<file path="src/rtl/core/ott_pkg.sv">
// Package for the one-shot timer table: request/response structs,
// command and status codes, slot memory entry and port types.
// No dependencies.
package ott_pkg;

   localparam int SLOT_IDX_W = 5;

   localparam logic [1:0] CMD_TICK   = 2'd0;
   localparam logic [1:0] CMD_CREATE = 2'd1;
   localparam logic [1:0] CMD_DELETE = 2'd2;

   localparam logic [1:0] STATUS_OK     = 2'd0;
   localparam logic [1:0] STATUS_BADARG = 2'd1;
   localparam logic [1:0] STATUS_FULL   = 2'd2;

   typedef struct packed {
      logic [1:0]            command;
      logic [31:0]           timeout;
      logic [15:0]           callback_tag;
      logic [31:0]           callback_arg;
      logic [SLOT_IDX_W-1:0] slot;
   } req_type;

   typedef struct packed {
      logic [1:0]            status;
      logic [SLOT_IDX_W-1:0] slot_index;
      logic                  fired;
      logic [15:0]           fired_tag;
      logic [31:0]           fired_arg;
   } rsp_type;

   // one slot of the timer memory
   typedef struct packed {
      logic [31:0] deadline;
      logic [15:0] tag;
      logic [31:0] arg;
   } entry_type;

   // slot memory port controls
   typedef struct packed {
      logic                  wr_en;
      logic [SLOT_IDX_W-1:0] wr_addr;
      logic                  rd_en;
      logic [SLOT_IDX_W-1:0] rd_addr;
   } ram_cmd_type;

endpackage

</file>
<file path="src/rtl/core/ott_slot_ram.sv">
// Slot memory of the timer table: one write port, one read port,
// registered read data. Depends on ott_pkg.
module ott_slot_ram
   import ott_pkg::*;
#(
   parameter int DEPTH = 10
) (
   input  logic        clock,
   input  ram_cmd_type cmd,
   input  entry_type   wr_data,
   output entry_type   rd_data
);

   localparam int AW = (DEPTH > 1) ? $clog2(DEPTH) : 1;

   entry_type mem [DEPTH];
   entry_type rd_data_ff;

   always_ff @(posedge clock) begin
      if (cmd.wr_en) begin
         mem[cmd.wr_addr[AW-1:0]] <= wr_data;
      end
      if (cmd.rd_en) begin
         rd_data_ff <= mem[cmd.rd_addr[AW-1:0]];
      end
   end

   assign rd_data = rd_data_ff;

endmodule

</file>
<file path="src/rtl/core/one_shot_timer_table.sv">
// Top level of the one-shot timer table: command handling, tick counter,
// slot valid bits and the expiry scan over the slot memory.
// Depends on ott_pkg and ott_slot_ram.
//
//  channel   ports                       direction  transfer
//  -------   -------------------------   ---------  -------------------------------
//  request   start, busy, req_item       in         edge with start=1, busy=0
//  response  rsp_strobe, rsp_item        out        one cycle per request, no stall
//
// Create, delete and unknown commands: the response shows the cycle after
//   the request is taken, and busy stays low.
// A tick scans the slot memory one slot a cycle through its single read
//   port and stops at the first expired slot, or after the last slot when
//   none has expired.
// Reset: synchronous; clears the tick counter and all valid bits; slot memory
//   contents stay undefined and are only used behind a valid bit.
// The receiver cannot stall: each response is flagged by rsp_strobe for one cycle.
module one_shot_timer_table
   import ott_pkg::*;
#(
   parameter int NUM_SLOTS = 10
) (
   input  logic    clock,
   input  logic    reset,
   input  logic    start,
   output logic    busy,
   input  req_type req_item,
   output logic    rsp_strobe,
   output rsp_type rsp_item
);

   localparam int SLOT_W = (NUM_SLOTS > 1) ? $clog2(NUM_SLOTS) : 1;
   localparam int CNT_W  = $clog2(NUM_SLOTS + 1);
   localparam logic [CNT_W-1:0]      NUM_CNT  = CNT_W'(NUM_SLOTS);
   localparam logic [SLOT_W-1:0]     LAST_IDX = SLOT_W'(NUM_SLOTS - 1);
   localparam logic [SLOT_IDX_W:0]   NUM_REQ  = (SLOT_IDX_W + 1)'(NUM_SLOTS);

   typedef enum logic [1:0] {
      S_IDLE = 2'b01,
      S_SCAN = 2'b10
   } state_type;

   state_type state_ff, state_in;
   logic [31:0]          count_ff, count_in;
   logic [NUM_SLOTS-1:0] valid_ff, valid_in;
   // scan: issue pointer, and the slot whose read data lands this cycle
   logic [CNT_W-1:0]     issue_idx_ff, issue_idx_in;
   logic                 chk_vld_ff, chk_vld_in;
   logic [SLOT_W-1:0]    chk_idx_ff, chk_idx_in;
   logic                 strobe_ff, strobe_in;
   rsp_type              rsp_ff, rsp_in;

   ram_cmd_type ram_cmd;
   entry_type   ram_wr;
   entry_type   ram_rd;

   logic              accept;
   logic              bad_arg;
   logic              table_full;
   logic [SLOT_W-1:0] free_idx;
   logic              issue;
   logic              hit;
   logic              last_chk;

   ott_slot_ram #(
      .DEPTH(NUM_SLOTS)
   ) u_slot_ram (
      .clock  (clock),
      .cmd    (ram_cmd),
      .wr_data(ram_wr),
      .rd_data(ram_rd)
   );

   assign busy   = reset | (state_ff != S_IDLE);
   assign accept = start & ~busy;

   // lowest free slot
   always_comb begin
      free_idx = '0;
      for (int i = NUM_SLOTS - 1; i >= 0; i--) begin
         if (!valid_ff[i]) begin
            free_idx = SLOT_W'(i);
         end
      end
   end

   assign table_full = &valid_ff;
   assign bad_arg    = (req_item.callback_tag == '0) || (req_item.timeout == '0);

   // expiry test on the slot read last cycle; counter already advanced
   assign hit      = chk_vld_ff && valid_ff[chk_idx_ff] && (count_ff >= ram_rd.deadline);
   assign last_chk = chk_vld_ff && (chk_idx_ff == LAST_IDX);
   assign issue    = (state_ff == S_SCAN) && (issue_idx_ff < NUM_CNT) && !hit;

   always_comb begin
      state_in     = state_ff;
      count_in     = count_ff;
      valid_in     = valid_ff;
      issue_idx_in = issue_idx_ff;
      chk_vld_in   = 1'b0;
      chk_idx_in   = chk_idx_ff;
      strobe_in    = 1'b0;
      rsp_in       = rsp_ff;

      ram_cmd.wr_en   = 1'b0;
      ram_cmd.wr_addr = SLOT_IDX_W'(free_idx);
      ram_cmd.rd_en   = issue;
      ram_cmd.rd_addr = SLOT_IDX_W'(issue_idx_ff[SLOT_W-1:0]);
      ram_wr.deadline = count_ff + req_item.timeout;
      ram_wr.tag      = req_item.callback_tag;
      ram_wr.arg      = req_item.callback_arg;

      unique case (state_ff)
         S_IDLE: begin
            if (accept) begin
               rsp_in = '0;
               unique case (req_item.command)
                  CMD_TICK: begin
                     count_in     = count_ff + 32'd1;
                     issue_idx_in = '0;
                     state_in     = S_SCAN;
                  end
                  CMD_CREATE: begin
                     strobe_in = 1'b1;
                     if (bad_arg) begin
                        rsp_in.status = STATUS_BADARG;
                     end else if (table_full) begin
                        rsp_in.status = STATUS_FULL;
                     end else begin
                        ram_cmd.wr_en      = 1'b1;
                        valid_in[free_idx] = 1'b1;
                        rsp_in.slot_index  = SLOT_IDX_W'(free_idx);
                     end
                  end
                  CMD_DELETE: begin
                     strobe_in = 1'b1;
                     if ({1'b0, req_item.slot} < NUM_REQ) begin
                        valid_in[req_item.slot[SLOT_W-1:0]] = 1'b0;
                     end
                  end
                  default: begin
                     strobe_in = 1'b1;
                  end
               endcase
            end
         end
         S_SCAN: begin
            if (issue) begin
               issue_idx_in = issue_idx_ff + CNT_W'(1);
               chk_vld_in   = 1'b1;
               chk_idx_in   = issue_idx_ff[SLOT_W-1:0];
            end
            if (hit) begin
               valid_in[chk_idx_ff] = 1'b0;
               rsp_in.status        = STATUS_OK;
               rsp_in.slot_index    = SLOT_IDX_W'(chk_idx_ff);
               rsp_in.fired         = 1'b1;
               rsp_in.fired_tag     = ram_rd.tag;
               rsp_in.fired_arg     = ram_rd.arg;
            end
            if (hit || last_chk) begin
               chk_vld_in = 1'b0;
               strobe_in  = 1'b1;
               state_in   = S_IDLE;
            end
         end
         default: begin
            state_in = S_IDLE;
         end
      endcase
   end

   always_ff @(posedge clock) begin
      if (reset) begin
         state_ff     <= S_IDLE;
         count_ff     <= '0;
         valid_ff     <= '0;
         issue_idx_ff <= '0;
         chk_vld_ff   <= 1'b0;
         strobe_ff    <= 1'b0;
      end else begin
         state_ff     <= state_in;
         count_ff     <= count_in;
         valid_ff     <= valid_in;
         issue_idx_ff <= issue_idx_in;
         chk_vld_ff   <= chk_vld_in;
         strobe_ff    <= strobe_in;
      end
   end

   // payload, no reset needed
   always_ff @(posedge clock) begin
      chk_idx_ff <= chk_idx_in;
      rsp_ff     <= rsp_in;
   end

   assign rsp_strobe = strobe_ff;
   assign rsp_item   = rsp_ff;

`ifndef ASSERT_OFF
   // a response is only ever shown with the block back at idle
   a_strobe_idle: assert property (@(posedge clock) disable iff (reset)
      rsp_strobe |-> !busy)
      else $error("response strobe while busy");

   // a fired slot has its valid bit dropped when the response shows
   a_fire_frees: assert property (@(posedge clock) disable iff (reset)
      (rsp_strobe && rsp_item.fired) |-> !valid_ff[rsp_item.slot_index[SLOT_W-1:0]])
      else $error("fired slot still valid");

   // firing only on an ok status
   a_fire_ok: assert property (@(posedge clock) disable iff (reset)
      (rsp_strobe && rsp_item.fired) |-> (rsp_item.status == STATUS_OK))
      else $error("fired with non-ok status");

   // a taken tick starts a scan and bumps the counter
   a_tick_scan: assert property (@(posedge clock) disable iff (reset)
      (accept && (req_item.command == CMD_TICK)) |=>
         (busy && (count_ff == $past(count_ff) + 32'd1)))
      else $error("tick did not start scan");

   // read data is only checked during a scan
   a_chk_in_scan: assert property (@(posedge clock) disable iff (reset)
      chk_vld_ff |-> (state_ff == S_SCAN))
      else $error("slot check outside scan");
`endif

endmodule

</file>
<file path="config.mk">
export PLATFORM = sky130hd
export DESIGN_NAME = one_shot_timer_table
export DESIGN_NICKNAME = d
export VERILOG_FILES = /design/src/rtl/core/ott_pkg.sv /design/src/rtl/core/ott_slot_ram.sv /design/src/rtl/core/one_shot_timer_table.sv
export SDC_FILE = /design/constraint.sdc
export NUM_CORES = 1
export LEC_CHECK = 0
export ABC_AREA = 1
export BUFFER_PORTS_ARGS = -buffer_cell sky130_fd_sc_hd__buf_2
export CAP_MARGIN = 15
export CORE_ASPECT_RATIO = 0.75
export CORE_MARGIN = 2
export CORE_UTILIZATION = 60
export CTS_CLUSTER_SIZE = 14
export DETAILED_ROUTE_END_ITERATION = 12
export GPL_ROUTABILITY_DRIVEN = 0
export PLACE_DENSITY = 0.79
export SYNTH_ARGS = -nofsm -noshare
export SYNTH_HDL_FRONTEND = slang
export SYNTH_SLANG_ARGS = --single-unit
</file>
<file path="constraint.sdc">
create_clock -name clock -period 12.7 [get_ports clock]
set_input_delay 2.54 -clock clock [delete_from_list [all_inputs] [get_ports clock]]
set_output_delay 2.54 -clock clock [all_outputs]
set_load 0.05 [all_outputs]
</file>
==> out/results.ini, run 1 <==
[finish]
fillers = 4581
nNetsFinal = 3646
drive_gt1_share_pct = 9.72
syn2layout_area_growth_pct = 10.5
fin_area_mm2 = 0.0453
diodes = 0

[setup_path]
r2r_slack_ns = 8.63
cp.required_ns = 10.16
worst_setup_path_end_kind = output pin
cp-endpoint = busy
crit_arrival_ns = 3.81
cp_max_fo = 28
crit_type = primary input to output pin
rr_startpoint = state_ff[1]
startpoint = reset
cp-start-kind = primary input
r2r_cells = 7
rr_endpoint = u_slot_ram.mem[8][49]

[clocking]
ctsLongestPathBuffers = 3
clkTransAtPathRegs_ns = 0.07
clk_root_buffer_cell = clkbuf_16
htreeDepth = 3
cts_sinks = 989
post-cts-setup-buffers = 0
cts_tree = built
cts_made_buffers = 90
cts_hold_buf = 0
clk_latency_ns = 0.65
cts_resized = 0

[placement]
placed_area_mm2 = 0.0425
place.port_buffers = 146
hpwl_mm = 54.3

[yosys]
syn_nets = 3551
yosysTopAreaCell = edfxtp_1
synth_most_common_cell = edfxtp_1
netlist.area_leader.share_pct = 68.7
yosys-top-cells-area = edfxtp_1 (69%), nand2_1 (5.6%), o21ai_0 (4.4%), nor2_1 (3.3%), nand4_1 (2.7%)
ys_seq_area_share_pct = 71.2
synthFlopType = edfxtp_1
ys_ff_latch = 989
synth_async_sr_flop_share_pct = 0
syn_inst = 3393
synth_compound_area_share_pct = 7.78
synth_simple_gate_area_share_pct = 14.5
synth_area_mm2 = 0.0410
synth_common_cells = edfxtp_1 (939), nand2_1 (613), o21ai_0 (358)
synth_top_family_by_area = simple AND/OR/NAND/NOR gates
netlist-cell-type-count = 52
ys_warn_count = 0
synth_mux_area_share_pct = 0
synth_xor_xnor_area_share_pct = 0.918
avgSynthCellArea_um2 = 12.1
synth_edf_count = 939
yosys.area_share.adder_pct = 2.09

[routing]
first_iter_violations = 3330
dr_wl_met3_mm = 10.3
drc_errors = 0
top_layer = met5
drtPass1Iterations = 6
avgViaCountPerCell = 6.17
wl_mm = 97.6
via_count = 27400
wl_met2_mm = 45.2
met1_length_mm = 39.6
antenna_left = 0
avgRoutedWirePerCell_um = 22.0

[timing]
fin_skew_ns = 0.0234
worst_pin_slew_ns = 1.22
setup_tns_ns = 0
drv_slew = 0
setup-violations-final = 0
min_period_ns = 6.35
timing.slew.headroom_pct = 18.6
max_freq_mhz = 157
hold_viol = 0
rsz0062_at_grt = no
post-route-period-util_pct = 50.0

[floorplanning]
fp.dieW_um = 306
rows = 82
fp.dieH_um = 230
coreArea_mm2 = 0.0672
start_util_pct = 61.1
dieArea_mm2 = 0.0705
io_pins = 148

[global_routing]
grt.total_usage_pct = 27.5
grt_pass1_wl_mm = 149
grt_max_degree = 225
overflow = 0
grt_pass1_vias = 25800
grt_antenna_before_repair = 4

[power_and_ir_drop]
p_leak_nw = 16.3
peakVddDrop_mv = 0.128
powerDensity_mw_per_mm2 = 170

[job]
drv_cap = 0

[worst_hold_path]
hold_path.class = flip-flop to flip-flop
hold_depth = 2

[status]
status = complete, no violations

## flip-flops by register name (all words and copies together) (netlist names)
name                cells
u_slot_ram.mem        800
u_slot_ram.rd_data     80
rsp_item               55
count_ff               32
valid_ff               10
chk_idx_ff              4
issue_idx_ff            4
state_ff                2
chk_vld_ff              1
rsp_strobe              1
## worst min-delay path by stage
stage / from / endpoint / slack [ns]
6_report: state_ff[0] / state_ff[0] / 0.48
5_1_grt: state_ff[0] / state_ff[0] / 0.51
4_1_cts: state_ff[0] / state_ff[0] / 0.48
3_5_place_dp: state_ff[0] / state_ff[0] / 0.47
3_3_place_gp: state_ff[0] / state_ff[0] / 0.46
2_1_floorplan: issue_idx_ff[3] / chk_idx_ff[3] / 0.41
## cells in the final DEF, fill, tap and decap left out, drive strengths merged, types with 77 or more instances in the layout
cell    netlist  routed
edfxtp      939     939
nand2       617     617
o21ai       369     369
nor2        365     365
inv         205     208
nand4       180     180
buf          53     177
nand3       127     127
clkbuf      121     118
o221ai       80      80
a21oi        77      77
## cell type report
class	instances	area [µm²]	area share (%)
tap	882	1100	2.43
sequential	989	29200	64.4
clock buffer	118	2440	5.38
timing repair buffer	177	1010	2.22
multi-input combinational	2024	10500	23.1
clock inverter	37	324	0.715
inverter	206	786	1.73
## logic make-up (layout without fill, tap and decap cells)
family | count (synthesis) | after routing
other | 1 | 1
adders and majority gates | 68 | 68
and+or+nand+nor | 1350 | 1350
buffers and inverters | 380 | 538
AOI/OAI and AO/OA | 562 | 562
DFF | 989 | 989
xor gates and xnor gates | 43 | 43
## metal layers
layer	vias up	GRT usage, %
met4	8	8.04
met1	13100	39.7
met3	182	5.61
met2	1605	42.7
li1	12500	-
met5	-	0
## critical path, stage by stage
cell	delay, ns
buf_2	0.41
inv_2	0.38
nand2_1	0.19
buf_2	0.28
## per-stage QoR
| step | setup WS, ns | util (%) | hold WS (ns) | instances | total power, W |
|---|---|---|---|---|---|
| floorplan | 1.23 | - | 0.406 | 3393 | 0.00472 |
| global placement | 5.91 | 63.3 | 0.465 | 4276 | 0.00511 |
| detailed placement | 5.82 | 63.3 | 0.469 | 4276 | 0.00515 |
| CTS | 6.35 | 67.4 | 0.478 | 4431 | 0.00771 |
| global route | 6.28 | 67.5 | 0.512 | 4433 | 0.00797 |
| finish | 6.35 | 67.5 | 0.477 | 4433 | 0.00770 |
## report_power, final
part	internal [W]	leakage [nW]	total, W	switching, W
clock network	0.00144	1.35	0.00260	0.00116
registers	0.00373	8.89	0.00380	0.0000712
logic	0.000324	6.09	0.00131	0.000984
total	0.00549	16.3	0.00770	0.00222
No activity file was read; power rests on OpenSTA's default activity.
==> inputs of run 2 (changes only) <==
Clock period 12.7 ns to 6.3 ns, I/O delays scaled along.
==> run 2 against run 1 <==
Via count is essentially flat. Register-to-register slack lost 5.9 ns. Non-clock buffer count grew 3. Core utilization grew 0.37 points. First-iteration DRC count grew 9.7%. Combinational power grew 100%. Die area is the same.
==> out/results.ini, run 2 (synthesis gave the netlist of run 1 again) <==
[setup_path]
cp.required_ns = 6.57
cp_max_fo = 31
cp-start-kind = primary input
crit_arrival_ns = 4.57
r2r_cells = 13
crit_type = primary input to flip-flop
worst_setup_path_end_kind = flip-flop

[placement]
place.port_buffers = 146
post-place-ws_ns = 1.38
hpwl_mm = 54.3

[routing]
via_count = 27400
antenna_left = 0
avgViaCountPerCell = 6.16
avgRoutedWirePerCell_um = 21.8
drc_errors = 0
drtPass1Iterations = 6
first_iter_violations = 3653
wl_mm = 97.1

[timing]
hold_viol = 0
worst_pin_slew_ns = 1.18
post-route-period-util_pct = 68.3
rsz0062_at_grt = no
timing.slew.headroom_pct = 21.2
finalWorstSetupSlack_ns = 2.00
min_period_ns = 4.30
max_freq_mhz = 233
setup_tns_ns = 0
fin_skew_ns = 0.0214
holdWs_ns = 0.477
setup-violations-final = 0
drv_slew = 0

[global_routing]
overflow = 0
grt.total_usage_pct = 27.5
grt_pass1_wl_mm = 150
grt_max_degree = 204
grt_pass1_vias = 26300
grt_antenna_before_repair = 5

[clocking]
cts_tree = built
cts_hold_buf = 0
clk_latency_ns = 0.64
cts_sinks = 989
post-cts-setup-buffers = 0
clkTransAtPathRegs_ns = 0.06
ctsLongestPathBuffers = 3
cts_made_buffers = 92
htreeDepth = 3
cts_resized = 0
clk_root_buffer_cell = clkbuf_16

[floorplanning]
start_util_pct = 61.1
fp.dieH_um = 230
io_pins = 148
rows = 82
dieArea_mm2 = 0.0705
coreArea_mm2 = 0.0672
fp.dieW_um = 306

[power_and_ir_drop]
peakVddDrop_mv = 0.305
p_total_w = 0.0157
powerDensity_mw_per_mm2 = 345
p_leak_nw = 16.4

[finish]
largest_reg_flops = 800
layout_common_cells = edfxtp_1 (939), nand2_1 (613), o21ai_0 (358)
syn2layout_area_growth_pct = 11.1
layout_commonest_cell = edfxtp_1
nNetsFinal = 3651
drive_gt1_share_pct = 9.85
utilization_pct = 67.8

[worst_hold_path]
hold_depth = 2
hold_path.class = flip-flop to flip-flop

[job]
drv_cap = 0

[status]
status = complete, no violations

-- run 2: where the power goes --
group,switching (W),leakage [nW],internal (W)
clock network,0.00235,1.41,0.00310
registers,0.000138,8.89,0.00751
logic,0.00197,6.12,0.000646
total,0.00446,16.4,0.0113
-- run 2: per-stage QoR --
stage                     instances  instance area [µm²]
after floorplan                3393                41000
after global placement         4280                42600
after detailed placement       4280                42600
after CTS                      4444                45600
after global routing           4447                45600
final                          4448                45600
-- run 2: path summary, 6_finish.rpt --
| check | startpoint | end | slack, ns |
|---|---|---|---|
| worst min-delay path | state_ff[0] | state_ff[0] | 0.48 |
| worst max register to register | count_ff[3] | u_slot_ram.rd_data[0] | 2.73 |
| worst max-delay path | req_item[40] | u_slot_ram.mem[5][37] | 2.00 |
| worst min register to register | state_ff[0] | state_ff[0] | 0.48 |
-- run 2: area by class of cell --
type | instances | area, µm²
clock inverter | 45 | 458
fill | 4438 | 21600
multi-input combinational | 2024 | 10500
clock buffer | 119 | 2470
tap | 882 | 1100
inverter | 206 | 786
timing repair buffer | 180 | 1070
sequential | 989 | 29200
antenna | 3 | 7.51
-- run 2: per-layer routing --
metal | global-route usage, % | routed length, µm | vias to the layer above
met5 | 0 | 17 | -
met4 | 8.77 | 2470 | 2
met3 | 4.97 | 9340 | 168
met2 | 44.3 | 46100 | 1562
met1 | 38.6 | 39300 | 13200
li1 | - | - | 12500
-- run 2: worst max-delay path, stage by stage --
cell and delay, ns:
buf_2 0.22, nor4_1 0.11, nand4_1 0.44, and2_1 0.29
nand3_1 0.58, nor2_4 1.03, buf_4 0.59
